## config.mk

```make
export PLATFORM = sky130hd
export DESIGN_NAME = svf_cfg
export DESIGN_NICKNAME = d
export VERILOG_FILES = /design/src/sv/svf_pkg.sv /design/src/sv/svf_cfg.sv
export SDC_FILE = /design/constraint.sdc
export NUM_CORES = 1
export LEC_CHECK = 0
export BUFFER_PORTS_ARGS = -buffer_cell sky130_fd_sc_hd__buf_4
export CAP_MARGIN = 15
export CORE_ASPECT_RATIO = 1.1
export CORE_UTILIZATION = 50
export DETAILED_ROUTE_END_ITERATION = 8
export PLACE_DENSITY = 0.8
export SLEW_MARGIN = 20
export SYNTH_ARGS = -nofsm -noshare
export SYNTH_HDL_FRONTEND = slang
export SYNTH_SLANG_ARGS = --single-unit
```

## constraint.sdc

```tcl
create_clock -name clk -period 2.2 [get_ports clk]
set_input_delay 0.55 -clock clk [delete_from_list [all_inputs] [get_ports clk]]
set_output_delay 0.55 -clock clk [all_outputs]
set_load 0.05 [all_outputs]
```

## src/sv/svf_pkg.sv

```systemverilog
// svf_pkg: shared types, constants and the tanh table generator for the
// multimode state-variable filter; no dependencies
package svf_pkg;

	// sample, coefficient and state formats
	localparam int SAMPLE_BITS     = 24;
	localparam int SFRAC           = SAMPLE_BITS - 1;
	localparam int COEFF_FRAC_BITS = 20;
	localparam int STATE_BITS      = 32;
	localparam int DRIVE_FRAC      = 12;

	// configuration register widths
	localparam int MODE_W  = 3;
	localparam int FREQ_W  = 24;
	localparam int DAMP_W  = 22;
	localparam int GAIN_W  = 21;
	localparam int NOTCH_W = 22;
	localparam int DRIVE_W = 16;

	// configuration register reset values
	localparam logic [MODE_W-1:0]  FILTER_MODE_RST   = 3'd0;
	localparam logic [FREQ_W-1:0]  FREQ_COEFF_RST    = 24'd68700;
	localparam logic [DAMP_W-1:0]  STAGE_DAMPING_RST = 22'd1482910;
	localparam logic [GAIN_W-1:0]  STAGE_GAIN_RST    = 21'd955960;
	localparam logic [NOTCH_W-1:0] NOTCH_DAMPING_RST = 22'd1482910;
	localparam logic [DRIVE_W-1:0] DRIVE_GAIN_RST    = 16'd4096;

	// configuration port
	localparam int PADDR_W = 5;
	localparam int PDATA_W = 32;

	// tanh table geometry: entries cover arguments 0 to 8
	localparam int TAB_ENTRIES = 256;
	localparam int TAB_BITS    = $clog2(TAB_ENTRIES);
	localparam int TANH_SHIFT  = SFRAC + 3;
	localparam int IDX_SHIFT   = TANH_SHIFT - TAB_BITS;
	localparam int DRV_W       = SAMPLE_BITS + DRIVE_W - DRIVE_FRAC;
	localparam int IDX_W       = DRV_W - IDX_SHIFT;

	// shared multiplier and accumulation widths
	localparam int B_W    = TANH_SHIFT + 1;
	localparam int MUL_W  = STATE_BITS + B_W;
	localparam int RND_W  = MUL_W - DRIVE_FRAC;
	localparam int WIDE_W = RND_W + 2;

	typedef enum logic [MODE_W-1:0] {
		MODE_LP12  = 3'd0,
		MODE_LP24  = 3'd1,
		MODE_HP    = 3'd2,
		MODE_BP    = 3'd3,
		MODE_NOTCH = 3'd4
	} mode_t;

	typedef enum logic [2:0] {
		REG_MODE     = 3'd0,
		REG_FREQ     = 3'd1,
		REG_DAMP     = 3'd2,
		REG_GAIN     = 3'd3,
		REG_NOTCH    = 3'd4,
		REG_DRIVE    = 3'd5,
		REG_DRIVE_EN = 3'd6
	} reg_idx_t;

	typedef struct packed {
		logic [MODE_W-1:0]  filter_mode;
		logic [FREQ_W-1:0]  freq_coeff;
		logic [DAMP_W-1:0]  stage_damping;
		logic [GAIN_W-1:0]  stage_gain;
		logic [NOTCH_W-1:0] notch_damping;
		logic [DRIVE_W-1:0] drive_gain;
		logic               drive_enable;
	} cfg_t;

	// multiplier operand selects
	typedef enum logic [2:0] {
		A_X, A_DIFF, A_S1, A_T, A_HP, A_BP
	} a_sel_t;

	typedef enum logic [2:0] {
		B_DRIVE, B_FRAC, B_GR, B_H, B_G, B_NOTCH
	} b_sel_t;

	// rounding shift applied to the registered product
	typedef enum logic [1:0] {
		RND_COEF, RND_DRIVE, RND_TANH
	} rnd_sel_t;

	// datapath register update operations
	typedef enum logic [3:0] {
		OP_NONE, OP_LOAD, OP_DRIVE, OP_TAB, OP_TANH, OP_T, OP_HP,
		OP_BP, OP_S1, OP_LP, OP_S2, OP_NOTCH, OP_OUT
	} op_t;

	typedef struct packed {
		op_t      op;
		logic     mul_en;
		a_sel_t   mul_a;
		b_sel_t   mul_b;
		rnd_sel_t rnd;
		logic     stage;
	} cmd_t;

	typedef enum logic [4:0] {
		S_IDLE, S_DRV_MUL, S_DRV_RND, S_TAB_RD, S_TAB_MUL, S_TAB_RND,
		S_M1, S_T, S_M2, S_HP, S_M3, S_BP, S_S1, S_M4, S_LP, S_S2,
		S_N_MUL, S_N_SUB, S_OUT
	} state_t;

	// unsigned quotient by shift, compare and subtract, used only at elaboration
	function automatic logic [63:0] udiv64(input logic [63:0] num, input logic [63:0] den);
		logic [63:0] rem, quo;
		rem = '0;
		quo = '0;
		for (int i = 63; i >= 0; i--) begin
			rem = {rem[62:0], num[i]};
			if (rem >= den) begin
				rem    = rem - den;
				quo[i] = 1'b1;
			end
		end
		return quo;
	endfunction

	// one point of the tanh table, evaluated at elaboration
	// e = r^k in Q30 with r = exp(-16/N) from a truncated taylor series
	function automatic logic [SAMPLE_BITS-1:0] tanh_point(input int k);
		logic [63:0] one, d, term, r, e, num, den, q;
		one  = 64'd1 << 30;
		d    = (one * 64'd16) >> TAB_BITS;
		term = one;
		r    = one;
		e    = one;
		for (int n = 1; n <= 24; n++) begin
			term = udiv64((term * d) >> 30, 64'(n));
			if (n[0]) begin
				r = r - term;
			end else begin
				r = r + term;
			end
		end
		for (int j = 0; j < k; j++) begin
			e = (e * r + (one >> 1)) >> 30;
		end
		num = (one - e) << SFRAC;
		den = one + e;
		q   = udiv64(num + (den >> 1), den);
		return q[SAMPLE_BITS-1:0];
	endfunction

endpackage

```

## src/sv/svf_cfg.sv

```systemverilog
// svf_cfg: configuration register file behind the apb-style port
// depends on svf_pkg
module svf_cfg (
	input  logic                        clk,
	input  logic                        arst_n,
	input  logic                        psel,
	input  logic                        penable,
	input  logic                        pwrite,
	input  logic [svf_pkg::PADDR_W-1:0] paddr,
	input  logic [svf_pkg::PDATA_W-1:0] pwdata,
	output logic [svf_pkg::PDATA_W-1:0] prdata,
	output logic                        pready,
	output svf_pkg::cfg_t               cfg
);
	import svf_pkg::*;

	cfg_t       cfg_q;
	logic       wr_en;
	logic [2:0] reg_idx;

	assign pready  = 1'b1;
	assign wr_en   = psel & penable & pwrite;
	assign reg_idx = paddr[PADDR_W-1:2];
	assign cfg     = cfg_q;

	// register writes, each keeps only its own width
	always_ff @(posedge clk or negedge arst_n) begin
		if (!arst_n) begin
			cfg_q.filter_mode   <= FILTER_MODE_RST;
			cfg_q.freq_coeff    <= FREQ_COEFF_RST;
			cfg_q.stage_damping <= STAGE_DAMPING_RST;
			cfg_q.stage_gain    <= STAGE_GAIN_RST;
			cfg_q.notch_damping <= NOTCH_DAMPING_RST;
			cfg_q.drive_gain    <= DRIVE_GAIN_RST;
			cfg_q.drive_enable  <= 1'b0;
		end else if (wr_en) begin
			case (reg_idx)
				REG_MODE:     cfg_q.filter_mode   <= pwdata[MODE_W-1:0];
				REG_FREQ:     cfg_q.freq_coeff    <= pwdata[FREQ_W-1:0];
				REG_DAMP:     cfg_q.stage_damping <= pwdata[DAMP_W-1:0];
				REG_GAIN:     cfg_q.stage_gain    <= pwdata[GAIN_W-1:0];
				REG_NOTCH:    cfg_q.notch_damping <= pwdata[NOTCH_W-1:0];
				REG_DRIVE:    cfg_q.drive_gain    <= pwdata[DRIVE_W-1:0];
				REG_DRIVE_EN: cfg_q.drive_enable  <= pwdata[0];
				default:      ;
			endcase
		end
	end

	// read mux
	always_comb begin
		case (reg_idx)
			REG_MODE:     prdata = PDATA_W'(cfg_q.filter_mode);
			REG_FREQ:     prdata = PDATA_W'(cfg_q.freq_coeff);
			REG_DAMP:     prdata = PDATA_W'(cfg_q.stage_damping);
			REG_GAIN:     prdata = PDATA_W'(cfg_q.stage_gain);
			REG_NOTCH:    prdata = PDATA_W'(cfg_q.notch_damping);
			REG_DRIVE:    prdata = PDATA_W'(cfg_q.drive_gain);
			REG_DRIVE_EN: prdata = PDATA_W'(cfg_q.drive_enable);
			default:      prdata = '0;
		endcase
	end

endmodule

```

Word-level counts from Yosys, hierarchy flattened --
Index checks and enable logic that the tools add are counted.
Storage, ports and cells: logic and storage cells 24, memories 0, output and inout port bits 142, memory bits (read-only) 0, flip-flop bits (word level) 109, RAM bits 0, latch bits 0, input bits 42
Operators by class: muxes and demuxes 1, reduce and logical (&&, ||, !) cells 8, eq/ne operators 6, divide/modulo/power cells 0, $add $sub $neg 0, shift-type cells 0, order comparisons 0, bitwise operators 2, multiply operators 0
Operator list (count):
- $pmux W24 S7 | 1
- $reduce_and A2 Y1 | 7
- $eq A3 B3 Y1 const B | 3
- $eq A3 B2 Y1 const B | 2
- $eq A3 B1 Y1 const B | 1
- $logic_not A3 Y1 | 1
- $and A1 B1 Y1 | 2

Logic depth before layout (Yosys ltp) --
word-level depth 3, mapped depth 6, gate-level depth less buffers 3

Worst setup path after synthesis --
Ideal clock, no wire load.
kind input -> output, start in paddr[2] (netlist name), end out prdata[1] (netlist name), data arrival time 2.358 ns, data required time 1.650 ns, cell stages on the path 5, setup slack -0.708 ns, path buffers 2, path through buf_4 -> buf_4 -> mux2i_1 -> o21a_1 -> a221oi_1
Between the ends: word-level cells in the longest chain between the ends 2
RTL lines:
- start, declared | RTL line svf_cfg.sv:9 | input logic [svf_pkg::PADDR_W-1:0] paddr,
- $eq A3 B3 Y1, or another cell as far along | RTL line svf_cfg.sv:52 | case (reg_idx)
- $pmux W24 S7 (*) | RTL line svf_cfg.sv:52
- end, declared | RTL line svf_cfg.sv:11 | output logic [svf_pkg::PDATA_W-1:0] prdata,
Mark *: on every way between the ends. The rest lies on a longest branch, timed or not.

Final worst setup path --
start in paddr[4] (netlist name), end out prdata[15] (netlist name)
The elaborated chain is that of the path after synthesis.

==> impl_metrics.ini <==
[placement]
dp_cells = 671
dpl_cell_area_um2 = 6840
dp_hpwl_um = 9480
io_buffers = 164
place.gp.congestion = 0.775

[routing]
ant_nets = 0
drtIter0Drc = 138
detailroute.via_count = 3832
drc_errors = 0
routed_via_density = 5.55
first_pass_iters = 4
wirelength_um = 13300
wl_per_cell_um = 19.3

[setup_path]
max_stage_delay_ps = 300
cp_max_fo = 5
cp.required_ps = 1650
cp_common_cell = buf_6
critPathKind = input pin to output port
crit_chain = buf_6 > buf_6 > nor3b_4 > buf_6 > o2bb2ai_2 > a221o_1 > buf_6
worstPathArrival_ps = 1670
cp_slowest_cell = a221o_1
r2r-start = cfg[106]
reg2reg_slack_ps = 1300
endpoint_kind = output port
startpoint_type = input pin
r2r_end = cfg[106]
r2r_cells = 2

[timing]
finalHoldViolCount = 0
grt_setup_unrepaired = yes
fin_tns_setup_ps = -19.2
min_period_over_period = 1.01
fin_crit_ps = 2220
fmax_mhz = 451
setup_viol = 2
relSlewSlack = 0.626
fin_skew_ps = 0
tightest_slew_ps = 560
maxSlewViolCount = 0
layout_setup_ws_ps = -15.9

[logic_synthesis]
synthesis.area_um2 = 5140
ys_types = 40
syn_area_per_cell_um2 = 13.9
yosysWarningCount = 0
yosysSeqAreaShare = 0.540
ys_ff_latch = 109
synthCells = 370

[final_layout]
areaGrowthSynthToFinish_pct = 41.4
layout_common_cells = buf_4, dfrtp_1, mux2_2
fin_nets = 609
final_cells = 691
stdcell_area_um2 = 7270
largest_reg_flops = 109
nFillCells = 664
utilization = 0.731
drive_gt1_frac = 0.646
antenna_cells = 0
layout_commonest_cell = buf_4

[floorplan]
core_area_um2 = 9940
die_x_um = 98.7
num_rows = 38
start_util = 0.517
die_h_um = 108
ios = 184
die_area_um2 = 10700

[clock_network]
cts_hold_buf = 0
cts_made_buffers = 9
htree_num_levels = 3
clockRootBuffer = clkbuf_8
clock-sinks = 109
cts.clk_slew.worst_paths_ps = 100
clockBufferDepth = 2
clkLatencyLatePin_ps = 360
cts_tree = done

[global_route]
grt_overflow = 0
antenna_found_initial = 0
grt_max_degree = 110
track_usage = 0.255
grt_pass1_wl_um = 20800
grt_pass1_vias = 3901

[power_and_ir_drop]
finalPower_mw = 7.26
p_leak_nw = 3.42
p_per_area_nw_per_um2 = 998
ir_drop_mv = 0.662

[min_path]
hold_path_class = input pin to asynchronous set/reset pin

[outcome]
status = complete, but fails checks
violations = setup timing

[flow_run]
cap_violations = 0
[kinds of logic after synthesis]
logic type,Yosys count,synth area share
flip-flops,109,0.540
multiplexers,136,0.294
AO/OA/AOI/OAI,40,0.0611
buffers and inverters,32,0.0460
other,2,0.00146
AND/OR/NAND/NOR,51,0.0572
[worst max path at each step]
stage	start	end	slack, ps	depth (start not counted)
floorplan	paddr[3]	prdata[0]	-120	5
global placement	paddr[4]	prdata[5]	-290	6
detailed placement	paddr[4]	prdata[8]	-300	6
CTS	paddr[3]	prdata[2]	-4	7
global route	paddr[3]	prdata[9]	-40	7
finish	paddr[4]	prdata[15]	-20	7
[routing by layer]
layer  routed length, µm  GRT usage  part of all wire  vias up
met3                 744     0.0549             0.056       30
met1                5600      0.318              0.42     1932
met2                6620      0.437              0.50      139
met5                   0          0                 0        -
met4                 378      0.100             0.028        0
li1                    -          -                 -     1731
[synthesized netlist by cell type, drive strengths merged]
master | count | area share
mux2 | 111 | 0.24
dfrtp | 71 | 0.35
dfstp | 38 | 0.19
buf | 29 | 0.044
mux2i | 24 | 0.047
nand2 | 13 | 0.0095
nor2 | 9 | 0.011
a221oi | 7 | 0.012
a31oi | 7 | 0.0085
or2 | 7 | 0.0085
a221o | 6 | 0.012
nand3 | 5 | 0.0049
o211ai | 5 | 0.0073
o2bb2ai | 5 | 0.0085
nand2b | 4 | 0.0049
nand3b | 4 | 0.0058
a21oi | 2 | 0.0019
and3 | 2 | 0.0024
clkbuf | 2 | 0.0015
conb | 2 | 0.0015
nor2b | 2 | 0.0024
o21a | 2 | 0.0029
o21ai | 2 | 0.0019
a211oi | 1 | 0.0015
a21o | 1 | 0.0015
a22o | 1 | 0.0017
a31o | 1 | 0.0017
and2 | 1 | 0.0012
inv | 1 | 0.00073
mux4 | 1 | 0.0044
nand4 | 1 | 0.0024
nand4b | 1 | 0.0017
nor3 | 1 | 0.00097
nor3b | 1 | 0.0015
[what timing repair did]
| action | 4_1_cts | 5_1_grt |
|---|---|---|
| setup endpoints to repair | 21 | 20 |
| gates resized for setup | 26 | 21 |
| gates cloned | 0 | 1 |
| pin swaps | 3 | 3 |
| setup buffers | 3 | 1 |
[cell type report]
| type | count | area, µm² | share of cell area |
|---|---|---|---|
| multi-input cells | 236 | 2380 | 0.327 |
| repair buffers | 210 | 1790 | 0.246 |
| well taps | 120 | 150 | 0.0207 |
| flip-flops and latches | 109 | 2780 | 0.382 |
| clock inverters | 4 | 32.5 | 0.00448 |
| inverters | 1 | 3.75 | 0.000516 |
| clock buffers | 11 | 141 | 0.0195 |
[through the flow]
step | hold WS, ps | worst slack (ps)
final | 242 | -15.9
after floorplan | 254 | -121
after detailed placement | 502 | -299
after CTS | 266 | -3.84
after global placement | 491 | -293
after global routing | 290 | -35.5
[where the power goes]
| part | switching, mW | internal (mW) | total (mW) |
|---|---|---|---|
| Clock | 0.672 | 0.446 | 1.12 |
| Sequential | 0.332 | 2.50 | 2.83 |
| Combinational | 2.21 | 1.10 | 3.31 |
[worst max-delay path: cells and delay by family]
kind	cells	cell delay (ps)
simple gates	1	150
compound gates	2	410
buf+inv	4	550
Note: power is estimated with default switching activity, not from simulation.
