`src/sv/svf_pkg.sv`:
```
// svf_pkg: shared types, constants and the tanh table generator for the
// multimode state-variable filter; no dependencies
package svf_pkg;

	// sample, coefficient and state formats
	localparam int SAMPLE_BITS     = 24;
	localparam int SFRAC           = SAMPLE_BITS - 1;
	localparam int COEFF_FRAC_BITS = 20;
	localparam int STATE_BITS      = 32;
	localparam int DRIVE_FRAC      = 12;

	// configuration register widths
	localparam int MODE_W  = 3;
	localparam int FREQ_W  = 24;
	localparam int DAMP_W  = 22;
	localparam int GAIN_W  = 21;
	localparam int NOTCH_W = 22;
	localparam int DRIVE_W = 16;

	// configuration register reset values
	localparam logic [MODE_W-1:0]  FILTER_MODE_RST   = 3'd0;
	localparam logic [FREQ_W-1:0]  FREQ_COEFF_RST    = 24'd68700;
	localparam logic [DAMP_W-1:0]  STAGE_DAMPING_RST = 22'd1482910;
	localparam logic [GAIN_W-1:0]  STAGE_GAIN_RST    = 21'd955960;
	localparam logic [NOTCH_W-1:0] NOTCH_DAMPING_RST = 22'd1482910;
	localparam logic [DRIVE_W-1:0] DRIVE_GAIN_RST    = 16'd4096;

	// configuration port
	localparam int PADDR_W = 5;
	localparam int PDATA_W = 32;

	// tanh table geometry: entries cover arguments 0 to 8
	localparam int TAB_ENTRIES = 256;
	localparam int TAB_BITS    = $clog2(TAB_ENTRIES);
	localparam int TANH_SHIFT  = SFRAC + 3;
	localparam int IDX_SHIFT   = TANH_SHIFT - TAB_BITS;
	localparam int DRV_W       = SAMPLE_BITS + DRIVE_W - DRIVE_FRAC;
	localparam int IDX_W       = DRV_W - IDX_SHIFT;

	// shared multiplier and accumulation widths
	localparam int B_W    = TANH_SHIFT + 1;
	localparam int MUL_W  = STATE_BITS + B_W;
	localparam int RND_W  = MUL_W - DRIVE_FRAC;
	localparam int WIDE_W = RND_W + 2;

	typedef enum logic [MODE_W-1:0] {
		MODE_LP12  = 3'd0,
		MODE_LP24  = 3'd1,
		MODE_HP    = 3'd2,
		MODE_BP    = 3'd3,
		MODE_NOTCH = 3'd4
	} mode_t;

	typedef enum logic [2:0] {
		REG_MODE     = 3'd0,
		REG_FREQ     = 3'd1,
		REG_DAMP     = 3'd2,
		REG_GAIN     = 3'd3,
		REG_NOTCH    = 3'd4,
		REG_DRIVE    = 3'd5,
		REG_DRIVE_EN = 3'd6
	} reg_idx_t;

	typedef struct packed {
		logic [MODE_W-1:0]  filter_mode;
		logic [FREQ_W-1:0]  freq_coeff;
		logic [DAMP_W-1:0]  stage_damping;
		logic [GAIN_W-1:0]  stage_gain;
		logic [NOTCH_W-1:0] notch_damping;
		logic [DRIVE_W-1:0] drive_gain;
		logic               drive_enable;
	} cfg_t;

	// multiplier operand selects
	typedef enum logic [2:0] {
		A_X, A_DIFF, A_S1, A_T, A_HP, A_BP
	} a_sel_t;

	typedef enum logic [2:0] {
		B_DRIVE, B_FRAC, B_GR, B_H, B_G, B_NOTCH
	} b_sel_t;

	// rounding shift applied to the registered product
	typedef enum logic [1:0] {
		RND_COEF, RND_DRIVE, RND_TANH
	} rnd_sel_t;

	// datapath register update operations
	typedef enum logic [3:0] {
		OP_NONE, OP_LOAD, OP_DRIVE, OP_TAB, OP_TANH, OP_T, OP_HP,
		OP_BP, OP_S1, OP_LP, OP_S2, OP_NOTCH, OP_OUT
	} op_t;

	typedef struct packed {
		op_t      op;
		logic     mul_en;
		a_sel_t   mul_a;
		b_sel_t   mul_b;
		rnd_sel_t rnd;
		logic     stage;
	} cmd_t;

	typedef enum logic [4:0] {
		S_IDLE, S_DRV_MUL, S_DRV_RND, S_TAB_RD, S_TAB_MUL, S_TAB_RND,
		S_M1, S_T, S_M2, S_HP, S_M3, S_BP, S_S1, S_M4, S_LP, S_S2,
		S_N_MUL, S_N_SUB, S_OUT
	} state_t;

	// unsigned quotient by shift, compare and subtract, used only at elaboration
	function automatic logic [63:0] udiv64(input logic [63:0] num, input logic [63:0] den);
		logic [63:0] rem, quo;
		rem = '0;
		quo = '0;
		for (int i = 63; i >= 0; i--) begin
			rem = {rem[62:0], num[i]};
			if (rem >= den) begin
				rem    = rem - den;
				quo[i] = 1'b1;
			end
		end
		return quo;
	endfunction

	// one point of the tanh table, evaluated at elaboration
	// e = r^k in Q30 with r = exp(-16/N) from a truncated taylor series
	function automatic logic [SAMPLE_BITS-1:0] tanh_point(input int k);
		logic [63:0] one, d, term, r, e, num, den, q;
		one  = 64'd1 << 30;
		d    = (one * 64'd16) >> TAB_BITS;
		term = one;
		r    = one;
		e    = one;
		for (int n = 1; n <= 24; n++) begin
			term = udiv64((term * d) >> 30, 64'(n));
			if (n[0]) begin
				r = r - term;
			end else begin
				r = r + term;
			end
		end
		for (int j = 0; j < k; j++) begin
			e = (e * r + (one >> 1)) >> 30;
		end
		num = (one - e) << SFRAC;
		den = one + e;
		q   = udiv64(num + (den >> 1), den);
		return q[SAMPLE_BITS-1:0];
	endfunction

endpackage

```
`src/sv/svf_ctrl.sv`:
```
// svf_ctrl: sequencer that steps the shared multiplier through drive,
// filter stages and output; depends on svf_pkg
module svf_ctrl (
	input  logic          clk,
	input  logic          arst_n,
	input  svf_pkg::cfg_t cfg,
	input  logic          in_valid,
	output logic          in_ready,
	output logic          out_valid,
	input  logic          out_ready,
	output svf_pkg::cmd_t cmd
);
	import svf_pkg::*;

	state_t state_q, state_d;
	logic   stage_q;
	logic   out_valid_q;
	logic   out_free;
	logic   is_lp24;
	logic   is_notch;

	assign out_free  = !out_valid_q || out_ready;
	assign is_lp24   = (cfg.filter_mode == MODE_LP24);
	assign is_notch  = (cfg.filter_mode == MODE_NOTCH);
	assign in_ready  = (state_q == S_IDLE);
	assign out_valid = out_valid_q;

	// state, stage index and output valid
	always_ff @(posedge clk or negedge arst_n) begin
		if (!arst_n) begin
			state_q     <= S_IDLE;
			stage_q     <= 1'b0;
			out_valid_q <= 1'b0;
		end else begin
			state_q <= state_d;
			if (state_q == S_IDLE) begin
				stage_q <= 1'b0;
			end else if (state_q == S_S2 && is_lp24 && !stage_q) begin
				stage_q <= 1'b1;
			end
			if (state_q == S_OUT && out_free) begin
				out_valid_q <= 1'b1;
			end else if (out_ready) begin
				out_valid_q <= 1'b0;
			end
		end
	end

	// next state
	always_comb begin
		state_d = state_q;
		case (state_q)
			S_IDLE: begin
				if (in_valid) begin
					state_d = cfg.drive_enable ? S_DRV_MUL : S_M1;
				end
			end
			S_DRV_MUL: state_d = S_DRV_RND;
			S_DRV_RND: state_d = S_TAB_RD;
			S_TAB_RD:  state_d = S_TAB_MUL;
			S_TAB_MUL: state_d = S_TAB_RND;
			S_TAB_RND: state_d = S_M1;
			S_M1:      state_d = S_T;
			S_T:       state_d = S_M2;
			S_M2:      state_d = S_HP;
			S_HP:      state_d = S_M3;
			S_M3:      state_d = S_BP;
			S_BP:      state_d = S_S1;
			S_S1:      state_d = S_M4;
			S_M4:      state_d = S_LP;
			S_LP:      state_d = S_S2;
			S_S2: begin
				if (is_lp24 && !stage_q) begin
					state_d = S_M1;
				end else if (is_notch) begin
					state_d = S_N_MUL;
				end else begin
					state_d = S_OUT;
				end
			end
			S_N_MUL:   state_d = S_N_SUB;
			S_N_SUB:   state_d = S_OUT;
			S_OUT: begin
				if (out_free) begin
					state_d = S_IDLE;
				end
			end
			default:   state_d = S_IDLE;
		endcase
	end

	// datapath commands
	always_comb begin
		cmd.op     = OP_NONE;
		cmd.mul_en = 1'b0;
		cmd.mul_a  = A_X;
		cmd.mul_b  = B_G;
		cmd.rnd    = RND_COEF;
		cmd.stage  = stage_q;
		case (state_q)
			S_IDLE: begin
				if (in_valid) begin
					cmd.op = OP_LOAD;
				end
			end
			S_DRV_MUL: begin
				cmd.mul_en = 1'b1;
				cmd.mul_a  = A_X;
				cmd.mul_b  = B_DRIVE;
			end
			S_DRV_RND: begin
				cmd.op  = OP_DRIVE;
				cmd.rnd = RND_DRIVE;
			end
			S_TAB_RD:  cmd.op = OP_TAB;
			S_TAB_MUL: begin
				cmd.mul_en = 1'b1;
				cmd.mul_a  = A_DIFF;
				cmd.mul_b  = B_FRAC;
			end
			S_TAB_RND: begin
				cmd.op  = OP_TANH;
				cmd.rnd = RND_TANH;
			end
			S_M1: begin
				cmd.mul_en = 1'b1;
				cmd.mul_a  = A_S1;
				cmd.mul_b  = B_GR;
			end
			S_T:  cmd.op = OP_T;
			S_M2: begin
				cmd.mul_en = 1'b1;
				cmd.mul_a  = A_T;
				cmd.mul_b  = B_H;
			end
			S_HP: cmd.op = OP_HP;
			S_M3: begin
				cmd.mul_en = 1'b1;
				cmd.mul_a  = A_HP;
				cmd.mul_b  = B_G;
			end
			S_BP: cmd.op = OP_BP;
			S_S1: cmd.op = OP_S1;
			S_M4: begin
				cmd.mul_en = 1'b1;
				cmd.mul_a  = A_BP;
				cmd.mul_b  = B_G;
			end
			S_LP: cmd.op = OP_LP;
			S_S2: cmd.op = OP_S2;
			S_N_MUL: begin
				cmd.mul_en = 1'b1;
				cmd.mul_a  = A_BP;
				cmd.mul_b  = B_NOTCH;
			end
			S_N_SUB: cmd.op = OP_NOTCH;
			S_OUT: begin
				if (out_free) begin
					cmd.op = OP_OUT;
				end
			end
			default: ;
		endcase
	end

endmodule

```
`config.mk`:
```
export PLATFORM = sky130hd
export DESIGN_NAME = svf_ctrl
export DESIGN_NICKNAME = d
export VERILOG_FILES = /design/src/sv/svf_pkg.sv /design/src/sv/svf_ctrl.sv
export SDC_FILE = /design/constraint.sdc
export NUM_CORES = 1
export LEC_CHECK = 0
export ABC_CLOCK_PERIOD_IN_PS = 2200
export BUFFER_PORTS_ARGS = -buffer_cell sky130_fd_sc_hd__buf_2
export CAP_MARGIN = 20
export CELL_PAD_IN_SITES_DETAIL_PLACEMENT = 1
export CELL_PAD_IN_SITES_GLOBAL_PLACEMENT = 2
export CORE_MARGIN = 4
export CORE_UTILIZATION = 12
export DETAILED_ROUTE_END_ITERATION = 8
export HOLD_SLACK_MARGIN = 0.15
export PLACE_DENSITY_LB_ADDON = 0.1
export SYNTH_ARGS = -nofsm -noshare
export SYNTH_HDL_FRONTEND = slang
export SYNTH_SLANG_ARGS = --single-unit
```
`constraint.sdc`:
```
create_clock -name clk -period 2.2 [get_ports clk]
set_input_delay 0.11 -clock clk [delete_from_list [all_inputs] [get_ports clk]]
set_output_delay 0.11 -clock clk [all_outputs]
set_load 0.02 [all_outputs]
```
* Word-level counts from Yosys, hierarchy flattened
Index checks and enable logic that the tools add are counted.
** Word-level totals
- Bits in registers :: 7
- Input bits :: 113
- Output and inout bits :: 16
- Logic and storage cells :: 51
** Cells by class
- Eq/ne operators :: 22
- Multiplexer cells :: 15
- Reduce and logical (&&, ||, !) cells :: 11
** Operators with widths (number)
- 5-bit case mux with 19 select lines :: 1
- 7-bit case mux with 7 select lines :: 1
- 4-bit case mux with 12 select lines :: 1
- 5-bit by 4-bit == test with 1-bit output, second input constant :: 8
- 5-bit by 3-bit == test with 1-bit output, second input constant :: 4
- 5-bit == test, second input constant :: 3
- 5-bit two-way mux :: 3
- 5-bit by 2-bit == test with 1-bit output, second input constant :: 2
- 5-bit by 1-bit == test with 1-bit output, second input constant :: 1
- 5-bit zero test :: 1
- 1-bit two-way mux :: 5
- 1-bit logical AND :: 4
- 4-bit two-way mux :: 1
- 2-bit inequality test, second input constant :: 2
- 2-bit case mux with 2 select lines :: 1
- 2-bit nonzero test :: 2
- 3-bit by 1-bit == test with 1-bit output, second input constant :: 1
- 3-bit == test, second input constant :: 1
- 3-bit two-way mux :: 1
- 1-bit zero test :: 2
- 2-bit two-way mux :: 1
- 2-bit AND reduction :: 1
- 1-bit logical OR :: 1

* Depth between registers and ports, before layout
Gate-level depths: netlist of the first run.
- Word-level depth :: 5
- Mapped depth :: 6
- Mapped depth without buffers :: 4

* Worst setup path before layout of the first run
OpenSTA, ideal clock, no wires.
- Path type :: reg2out
- Start :: register state_q[3]
- End :: output port cmd[5] (netlist name)
- Arrival :: 1.635 ns
- Required time :: 2.090 ns
- Path slack :: 0.455 ns
- Cell stages (with the launch flop) :: 5
- Buffers on the path :: 1
- Path through :: dfrtp_1 -> buf_4 -> nand2b_1 -> o32ai_1 -> nand2b_1
** RTL lines
- start: declaration :: RTL line svf_ctrl.sv:15 : state_t state_q, state_d;
- start signal: assignment :: RTL line svf_ctrl.sv:35 : state_q <= state_d;
- end: declaration :: RTL line svf_ctrl.sv:11 : output svf_pkg::cmd_t cmd

==> results of run 1 <==
==> layout by cell type (no fill, tap or decap), types with 2 or more instances in the layout <==
cell	count
sky130_fd_sc_hd__nor2_1	8
sky130_fd_sc_hd__o21ai_0	6
sky130_fd_sc_hd__o211ai_1	2
sky130_fd_sc_hd__buf_4	6
sky130_fd_sc_hd__o2bb2ai_1	2
sky130_fd_sc_hd__nand3b_1	2
sky130_fd_sc_hd__dfrtp_1	7
sky130_fd_sc_hd__mux2i_1	2
sky130_fd_sc_hd__nand2b_1	5
sky130_fd_sc_hd__nand2_1	6
sky130_fd_sc_hd__clkbuf_8	3
sky130_fd_sc_hd__and3_1	2
sky130_fd_sc_hd__nor3_1	3
sky130_fd_sc_hd__buf_2	23
sky130_fd_sc_hd__o21ai_1	4
sky130_fd_sc_hd__nand3_1	4
sky130_fd_sc_hd__xnor2_1	2
sky130_fd_sc_hd__a21oi_1	2
sky130_fd_sc_hd__inv_1	4
sky130_fd_sc_hd__a21oi_2	2
==> worst paths after layout <==
| check | to |
|---|---|
| hold / removal | state_q[4] |
| setup / recovery | cmd[4] |
| hold reg to reg | stage_q |
| min in group asynchronous | state_q[2] |
| max in group asynchronous | out_valid |
| setup reg to reg | state_q[0] |
==> cells by family (layout without fill, tap and decap cells) <==
logic type	after synthesis	count (layout)	synth area share
simple gates	41	41	0.338
compound gates	28	28	0.246
buf+inv	16	39	0.113
flops	7	7	0.223
xor+xnor	4	4	0.0542
mux	2	2	0.0255
==> metrics by stage <==
step | util | hold slack, ns | instance area [um2] | power (W)
after floorplan | - | -0.186 | 785 | 0.00125
after global placement | 0.153 | -0.0491 | 971 | 0.00164
after detailed placement | 0.153 | -0.0447 | 971 | 0.00163
after CTS | 0.162 | 0.195 | 1030 | 0.00183
after global routing | 0.162 | 0.218 | 1030 | 0.00196
final | 0.162 | 0.191 | 1030 | 0.00180
==> flip-flops by register name, indices dropped and copies added, names as in the netlist <==
name and flops:
state_q 5, out_valid 1, stage_q 1
==> routing by layer <==
layer	GRT usage	share of wire	wire (um)	vias up
met5	0	0	0	-
met4	0.0206	0.0087	25	0
met3	0.00559	0.055	158	3
met2	0.129	0.47	1370	24
met1	0.102	0.46	1330	397
li1	-	-	-	396
==> worst max-delay path, cell delays in order, from the launching register on <==
cell,delay [ns]
sky130_fd_sc_hd__dfrtp_1,0.81
sky130_fd_sc_hd__nand2_1,0.23
sky130_fd_sc_hd__nor2_1,0.14
sky130_fd_sc_hd__a21oi_1,0.05
sky130_fd_sc_hd__nor3_1,0.24
sky130_fd_sc_hd__buf_2,0.23
==> power breakdown <==
part	internal (W)	switching (W)	total, W	leakage, nW
logic	0.000512	0.000722	0.00123	0.345
registers	0.000178	0.000201	0.000379	0.0885
clock network	0.000123	0.0000598	0.000183	0.0255
total	0.000813	0.000983	0.00180	0.459
==> what timing repair did <==
| action | 4_1_cts | 5_1_grt |
|---|---|---|
| hold endpoints to repair | 7 | 0 |
| hold buffers | 1 | 0 |
| resized for setup | 0 | 1 |
| setup endpoints to repair | 0 | 1 |
==> cell type report <==
cell class / instances / share of cell area
clock inverters: 1 / 0.00486
well taps: 77 / 0.0936
flip-flops and latches: 7 / 0.170
inverters: 5 / 0.0182
clock buffers: 3 / 0.0401
repair buffers: 30 / 0.165
multi-input cells: 75 / 0.508
==> results.txt, run 1 <==
The final worst-path cycle share works out to 0.927. The worst setup path is launched from a register. In the final routed layout, each cell accounts on average for 14.6 um. The run gives 0.607 as the last weighted congestion value of the routability-driven placer. The maximum fanout encountered on the critical timing path was 17. The die covers 7900 um2. Setup violations remaining at the end of the flow were counted as 0.

After detailed routing, the number of remaining DRC violations is 0. The worst reg2reg path startpoint is state_q[2]. The count of input and output buffers was 23. The number of antenna diodes in the final layout is 0. The run gives 0.32 ns as the worst setup slack for register-to-register paths. Type of the most critical hold path: input pin to register. TritonCTS built the clock tree. The flow ran to the end, and the final reports show no timing, DRC or antenna violations.

Setup slack closes at 0.161 ns. Final-report max-slew violation count: 0. Tightest slew margin relative to the limit: 0.515.

In the synthesized netlist, the cells that appear most often are sky130_fd_sc_hd__nor2_1, sky130_fd_sc_hd__dfrtp_1, sky130_fd_sc_hd__buf_4, sky130_fd_sc_hd__nand2_1, sky130_fd_sc_hd__o21ai_0. The fraction of registers with async set/reset is 1.00, and the clock latency reported for the late side of the worst-skew pair is 0.23 ns. In this run, synthesis produced a sequential element count of 7. The number of max-cap violations was 0; the cell depth of the worst flop-to-flop path was 4.

The tools report the maximum ir drop on the vdd rail as 0.512 mV. The run gives 0.223 as the sequential fraction of the synthesis area. The synthesized design contains 0 enable-type register cells.

The most used flip-flop cell after synthesis is sky130_fd_sc_hd__dfrtp_1. By area the synthesized netlist is led by sky130_fd_sc_hd__dfrtp_1, sky130_fd_sc_hd__buf_4, sky130_fd_sc_hd__nor2_1. Summing every instance area after synthesis gives 785 um2.

The run gives 490 MHz as the maximum clock frequency. The fraction of layout instances using a drive strength above 1 came out at 0.355. The area growth from synthesis to layout is 31.3%. The number of nets in the synthesized netlist is 211, and the number of iterations in the first detailed-routing pass is 4. The setup path with the least slack is of type register to output pin. Fill cells in the final layout number 756.

In the final layout, the multi-input gates occupy 523 um2. In this run the core area contains 29 standard-cell rows. The synthesized area divided by synthesized cell count was 8.01 um2; the setup slack after placement was 0.320 ns. The logs give 175 um2 for the total area of sequential cells and 2270 um for the estimated wirelength of the detail-placed design. The static leakage is 0.459 nW, and the TritonCTS sink count is 7. The tools report the post-CTS setup buffer count as 0. The worst path required time came out at 2.09 ns. The library cell with the largest summed area after synthesis is sky130_fd_sc_hd__dfrtp_1. Clock-pin slew was measured on the worst setup and hold paths at 0.04 ns. The number of distinct library cells after synthesis is 42.

The worst hold path passes through 3 cells. At the pin with the least slew margin, the transition time is 0.728 ns. Summed over all layers, the routed wires come to 2890 um.

The logs give 1 for the maximum level of the CTS H-tree and 98 for the instance count of the mapped netlist. For the final-report hold violation count, the log shows 0. The run gives 0 as the initial antenna violation count. Counting I/O delays and the setup requirement, the final critical path takes 2.04 ns. Number of top-level design ports: 129.

The worst hold path begins at cfg[108]. For the total number of vias, the log shows 820. The count of cells in the finished layout, fillers not included, comes to 198.

Once placement completed, the tool counted placed cells totaling 193. Adding up every negative setup slack in the final design gives 0 ns. Setup repair after global routing left no endpoint under its margin. The total routing usage reported by global routing was 0.0755.

The longest clock path from root to sink contains 2 buffers. The share of Yosys cell area claimed by the top area cell type is 0.223. The die boundary height is 88.9 um, and the starting utilization of the core area is 0.124.

The number of global-route vias before repair was 861. The tools report the CTS root buffer as sky130_fd_sc_hd__clkbuf_8. The width of the die is 88.9 um. For this design the ratio of total power to cell area is 1740 nW/um2. Leftover overflow at the end of global routing: 0. In this run, the number of DRC markers left after iteration 0 of detailed routing was 16. Entering global routing, the biggest net connects 18 pins. The beginning of the critical path is state_q[2]. The core region is 6350 um2. The tools report the number of nets with antenna violations after routing as 0. After detailed routing, the number of vias per cell comes to 4.14. For the clock tree skew after final layout, the log shows 0.00398 ns. The number of nets in the final layout is 235, and the synthesis warning total is 0. In the post-synthesis netlist, the cell with the most instances is sky130_fd_sc_hd__nor2_1. STA classifies the critical path endpoint as an output pin. The critical path arrival came out at 1.93 ns. For the global-route wire length before repair, the log shows 4580 um. Clock tree synthesis inserted a total of 3 buffers.
Note: power is estimated with default switching activity, not from simulation.
==> inputs of run 2 (changes only) <==
- ABC_AREA: unset -> 1
==> results.txt, run 2 <==
The tools report the number of nets with antenna violations after routing as 0. Input and output buffers added on the ports amount to 23. For the number of distinct library cells after synthesis, the log shows 23. Entering global routing, the biggest net connects 12 pins. The number of flip-flops in the largest register was 5. Counting flops per register, the top entry is state_q. By count the netlist is led by sky130_fd_sc_hd__nand2_1, sky130_fd_sc_hd__nor2_1, sky130_fd_sc_hd__inv_1, sky130_fd_sc_hd__inv_2, sky130_fd_sc_hd__nand3_2.

For the routed wire length, the log shows 3120 um. Leaving out fill and tap cells, the most frequent cell in the layout is sky130_fd_sc_hd__nand2_1. For the final database, setup skew stands at 0.00331 ns. The type of the most critical hold path was input pin to register. The congestion estimate from routability-driven global placement came to 0.714. For the overall die area, the log shows 8350 um2.

Summing all multi-input logic gate instances after layout gives 534 um2. The worst path required time was 2.09 ns; the maximum fanout encountered on the critical timing path was 9. Most frequently used flop master after synthesis: sky130_fd_sc_hd__dfrtp_1. For the initial antenna violation count, the log shows 0. The fraction of layout instances using a drive strength above 1 came out at 0.401. On the worst path, the slowest cell contributes a delay of 0.51 ns. STA classifies the critical path endpoint as an output pin.

Pin placement for this block handled 129 I/O pins. The share of Yosys cell area claimed by the top area cell type is 0.210, and the number of global-route vias before repair is 1040. After clock tree synthesis, the clock-pin slew on the worst setup and hold paths is 0.04 ns.

The final-report max-slew violation count came out at 0. Counting along the longest clock path gives a buffer depth of 2. The tools report the number of filler instances in the final layout as 866. The count of cells in the finished layout, fillers not included, comes to 237. The final worst-path cycle share is 0.887.

The die boundary height is 91.4 um, and the number of max-cap violations is 0. The tools report the total area of sequential cells as 175 um2. For the leftover overflow at the end of global routing, the log shows 0. The setup path with the least slack is of type register to output pin. The post-placement cell count was 232. VDD sags by at most 0.246 mV.

The tools report the clock latency reported for the late side of the worst-skew pair as 0.23 ns. Total routing usage reported by global routing: 0.0838. The flow ran to the end, and the final reports show no timing, DRC or antenna violations. Cell with the most instances after synthesis: sky130_fd_sc_hd__nand2_1. The initialized floorplan defines 30 standard-cell rows. STA classifies the critical path startpoint as a register. In this run the static leakage power is 0.599 nW. The standard cell with the maximum stage delay on the critical path is sky130_fd_sc_hd__dfrtp_1. The logs give 1 for the maximum level of the CTS H-tree and 0.210 for the sequential fraction of the synthesis area.

The estimated wirelength of the detail-placed design came out at 2650 um. The final-report hold violation count was 0. In the post-synthesis netlist, the biggest area contributors are sky130_fd_sc_hd__dfrtp_1, sky130_fd_sc_hd__nand2_1, sky130_fd_sc_hd__nand3_2.

The root buffer cell chosen for the clock tree is sky130_fd_sc_hd__clkbuf_8. Broken down by cell family, the worst path's largest delay share belongs to simple AND/OR/NAND/NOR gates. The final cell utilization of the core came out at 0.159. Walking the worst path, the cells encountered are nor2_4, nand3_1, nand2_1, a21oi_1, o21ai_0, buf_2. Yosys mapped a number of flops with a built-in enable equal to 0.

After detailed routing, the average wire length per cell comes to 13.1 um. The fraction of registers with async set/reset is 1.00. Summing every instance area after synthesis gives 835 um2. Setup violations remaining at the end of the flow were counted as 0. The logs give 0 for the number of design rule violations left after detail routing and 920 for the total number of vias. The synthesis-stage register bit count is 7, and the global-route wire length before repair is 5590 um. The starting utilization of the core area was 0.124. Measured along the x axis, the die boundary spans 91.4 um. 0 antenna diodes ended up in the layout. The count of buffering cells on the critical path with inverters included is 1, and the setup slack after placement is 0.479 ns. Using the TritonRoute via totals, the vias-per-cell ratio works out to 3.88. The run gives 1020 um2 as the cell area after placement. In the layout the commonest cells are sky130_fd_sc_hd__nand2_1, sky130_fd_sc_hd__buf_2, sky130_fd_sc_hd__nor2_1, sky130_fd_sc_hd__inv_1, sky130_fd_sc_hd__inv_2. The tightest slew margin relative to the limit is 0.704. For the final routed database, the setup TNS stands at 0 ns. The tools report the number of nets in the final layout as 271. The synthesized area divided by synthesized cell count is 6.27 um2, and the core area is 6760 um2. TritonCTS built the clock tree. In this run, CTS created clock tree buffers numbering 3. For the pin with the worst max-slew slack, the measured transition is 0.444 ns. From synthesis to final layout, the design area changed by 29.1%. The clock period could shrink to 1.95 ns. For this run, the number of Yosys warnings is 0.

For this run, the detailed router's first-pass iteration total came to 4. Based on the critical path, the design can be clocked at up to 512 MHz. Post-CTS repair changed the size of 0 cells. In the synthesized netlist, the number of instances is 133. Final instance area: 1080 um2. Across all setup checks in the final design, the least slack found is 0.248 ns. The TritonCTS sink count was 7; the critical path arrival was 1.84 ns. Setup repair after global routing left no endpoint under its margin. The detailed router finished its first iteration with 29 violations. The number of nets in the synthesized netlist is 246. The power per cell area works out to 1500 nW/um2. The synthesized design spends more area on one cell type than any other, namely sky130_fd_sc_hd__dfrtp_1.
-- run 2: changes by cell type after synthesis, moves of 6 or more --
| cell | previous run | this run |
|---|---|---|
| sky130_fd_sc_hd__inv_1 | 4 | 14 |
| sky130_fd_sc_hd__inv_2 | 1 | 10 |
| sky130_fd_sc_hd__nand2_1 | 6 | 32 |
| sky130_fd_sc_hd__nand3_2 | 0 | 8 |
| sky130_fd_sc_hd__nand4_1 | 0 | 6 |
| sky130_fd_sc_hd__nor2_1 | 9 | 16 |
-- run 2: final timing paths --
check	startpoint	end	slack, ns	depth (start not counted)
setup / recovery	state_q[2]	cmd[10]	0.25	6
hold / removal	in_valid	state_q[2]	0.18	3
setup reg to reg	state_q[2]	state_q[1]	0.64	7
hold reg to reg	stage_q	stage_q	0.55	2
max in group asynchronous	arst_n	state_q[2]	1.79	2
min in group asynchronous	arst_n	stage_q	0.25	2
-- run 2: cells by family after synthesis --
group	share of synthesized area
buf+inv	0.150
simple gates	0.562
compound gates	0.0780
flops	0.210
-- run 2: timing repair --
action / 4_1_cts / 5_1_grt
endpoints found under the hold margin: 7 / 0
hold buffers: 1 / 0
setup buffers: 0 / 0
-- run 2: cell type report --
type	instances	area share
multi-input cells	97	0.496
flip-flops and latches	7	0.163
repair buffers	25	0.123
well taps	80	0.0929
inverters	24	0.0836
clock buffers	4	0.0418
-- run 2: metal layers --
metal  track usage  up-vias  share of wire
met5             0        -              0
met4        0.0239        0          0.016
met3        0.0191        5          0.040
met2         0.130       20           0.43
met1         0.115      425           0.51
li1              -      470              -
-- run 2: metrics by stage --
stage / hold slack [ns] / total power [W]
floorplan: -0.186 / 0.00110
global placement: -0.0448 / 0.00147
detailed placement: -0.0470 / 0.00145
CTS: 0.183 / 0.00165
global route: 0.205 / 0.00180
finish: 0.180 / 0.00162
-- run 2: worst min-delay path, delay by kind of cell --
family                 cells  cell delay (ns)
buffers and inverters      1             0.10
AO/OA/AOI/OAI              2             0.15
-- run 2: report_power, final --
group | total, W | switching (W) | internal [W]
Combinational | 0.00116 | 0.000797 | 0.000358
Clock | 0.000180 | 0.0000547 | 0.000125
Sequential | 0.000281 | 0.000109 | 0.000173
Total | 0.00162 | 0.000960 | 0.000656
==> inputs of run 3 (changes only) <==
- CELL_PAD_IN_SITES_DETAIL_PLACEMENT: 1 -> unset
- CELL_PAD_IN_SITES_GLOBAL_PLACEMENT: 2 -> unset
- CORE_UTILIZATION: 12 -> 31
- PLACE_DENSITY_LB_ADDON: 0.1 -> 0.08
==> results.txt, run 3 (synthesized netlist as in run 2, its figures left out) <==
The TritonCTS sink count was 7; the power share of the clock group was 0.078. In this run, CTS created clock tree buffers numbering 3. STA classifies the critical path endpoint as an output pin.

The clock latency reported for the late side of the worst-skew pair was 0.25 ns. The floorplan step defined a die boundary enclosing 3590 um2. Row generation in the floorplan step produced 18 rows. Setup repair after global routing left no endpoint under its margin. The count of routing violations after the opening detailed-route iteration is 22. Fraction of power consumed by combinational cells: 0.732. The final cell utilization of the core was 0.396.

The flow ran to the end, and the final reports show no timing, DRC or antenna violations. The static leakage was 0.590 nW. In this run the power density over the cells is 1500 nW/um2. The maximum ir drop on the vdd rail was 0.621 mV; the number of filler instances in the final layout was 314. Routed signal wires occupy layers up through met4. The logs give 0.776 for the last weighted congestion value of the routability-driven placer and 2310 um for the routed wire length. The core region is 2520 um2. The proportion of total power due to net switching was 0.601. Worst path required time: 2.09 ns. The run gives 0.193 ns as the post-route worst setup slack. Leaving out fill and tap cells, the most frequent cell in the layout is sky130_fd_sc_hd__nand2_1.

The part of the power in registers is 0.190. The number of diodes came out at 0. From synthesis to final layout, the design area changed by 19.6%. The tools report the starting utilization of the core area as 0.331. For the final-layout setup total negative slack, the log shows 0 ns.

In the detailed route, the total length drawn on met2 is 1070 um. For the final-report hold violation count, the log shows 0. The fraction of layout instances using a drive strength above 1 came out at 0.395. The worst hold path belongs to the class input pin to async pin. In the layout the commonest cells are sky130_fd_sc_hd__nand2_1, sky130_fd_sc_hd__buf_2, sky130_fd_sc_hd__nor2_1, sky130_fd_sc_hd__inv_1, sky130_fd_sc_hd__inv_2.

Final worst-path cycle share: 0.912. The number of global-route vias before repair is 858, and the detailed-route vias per instance is 4.86. For this block, the via count after detailed routing is 908. The number of nets with antenna violations after routing was 0.

Clock tree synthesis selected as its root buffer the cell sky130_fd_sc_hd__clkbuf_4. Number of top-level design ports: 129. Before CTS, the worst setup slack after placement is 0.520 ns.

The maximum clock frequency was 498 MHz; the tightest slew margin relative to the limit was 0.726. The global-route wire length before repair is 3840 um, and the maximum fanout encountered on the critical timing path is 11. Summed over all nets, the switching power comes to 0.000899 W. Entering global routing, the biggest net connects 12 pins.

The floorplan step set the die width to 59.9 um. Maximum level of the CTS H-tree: 1. Kind of launch point of the worst setup path: a register. For the final-report max-slew violation count, the log shows 0.

The initial antenna violation count came out at 0. In this run the post-CTS setup repair buffer count came out at 0. The slew at the pin closest to its max-slew limit works out to 0.411 ns. The final layout contains 271 nets. The wire-length estimate of the detail-placed layout is 1900 um. After detailed routing, the met3 layer carries 131 um of wire. The logs give 2 for the maximum buffer depth of the clock tree and 1.90 ns for the critical path arrival. The register with the most flip-flops is state_q.

The final critical-path required period was 2.01 ns. The register with the most flip-flops in the layout has 5 of them. The total routing usage reported by global routing came out at 0.145. The floorplan step set the die height to 59.9 um. The post-route met1 wirelength came out at 1090 um. The critical path in this run is classified as register to output pin.

For the number of design rule violations left after detail routing, the log shows 0. TritonCTS built the clock tree. Cell internal power was estimated by the tool at 0.000598 W.

Average detailed-routed wire length per instance: 12.4 um. After clock tree synthesis, the clock-pin slew on the worst setup and hold paths is 0.05 ns. During placement, the flow inserted port buffers numbering 23. The smallest hold slack was 0.213 ns. For this run the aggregate overflow at the end of global routing stands at 0.

The tool flagged a number of max-cap violations equal to 0. The setup violation total in the final timing report came out at 0. For this run, the detailed router's first-pass iteration total came to 4. The clock arrives with 0.000893 ns of skew.
[run 3: cell type report]
type,count,area (um2),area share
Tap cell,30,37.5,0.0376
Sequential cell,7,175,0.175
Clock buffer,4,26.3,0.0263
Multi-Input combinational cell,97,534,0.535
Timing Repair Buffer,25,135,0.135
Inverter,24,90.1,0.0902
[run 3: path summary, 6_finish.rpt]
check                           startpoint         end  slack (ns)  cells past startpoint
worst max-delay path            state_q[4]     cmd[12]        0.19                      6
worst min-delay path                arst_n  state_q[0]        0.21                      2
worst max register to register  state_q[4]  state_q[1]        0.53                      9
worst min register to register     stage_q     stage_q        0.56                      2
max in group asynchronous           arst_n  state_q[3]        1.84                      2
min in group clk                 out_ready   out_valid        0.23                      4
[run 3: worst max-delay path, cell delays in order, from the launching register on]
cell and delay [ns]:
sky130_fd_sc_hd__dfrtp_1 0.52, sky130_fd_sc_hd__inv_1 0.39, sky130_fd_sc_hd__nand3_2 0.21, sky130_fd_sc_hd__nor2_1 0.24, sky130_fd_sc_hd__nor3_1 0.08, sky130_fd_sc_hd__nand2_1 0.06, sky130_fd_sc_hd__buf_2 0.16
[run 3: power groups by stage]
stage | clock network [W] | registers, W | logic [W]
after floorplan | 0 | 0.000235 | 0.000867
after global placement | 0 | 0.000287 | 0.00111
after detailed placement | 0 | 0.000284 | 0.00110
after CTS | 0.000118 | 0.000281 | 0.00111
after global routing | 0.000130 | 0.000292 | 0.00123
final | 0.000117 | 0.000284 | 0.00110
[run 3: what timing repair did]
action,CTS,global route
hold buffers,2,0
resized for setup,0,0
endpoints found under the setup margin,0,0
hold endpoints to repair,8,0
[run 3: metrics by stage]
step / total power, W / area (um2) / instances
floorplan: 0.00110 / 835 / 133
global placement: 0.00140 / 952 / 181
detailed placement: 0.00139 / 952 / 181
CTS: 0.00151 / 998 / 187
global route: 0.00165 / 998 / 187
finish: 0.00150 / 998 / 187
[run 3: metal layers]
metal | track usage | vias up
met5 | 0 | -
met4 | 0.0285 | 0
met3 | 0.0454 | 2
met2 | 0.231 | 29
met1 | 0.193 | 410
li1 | - | 467
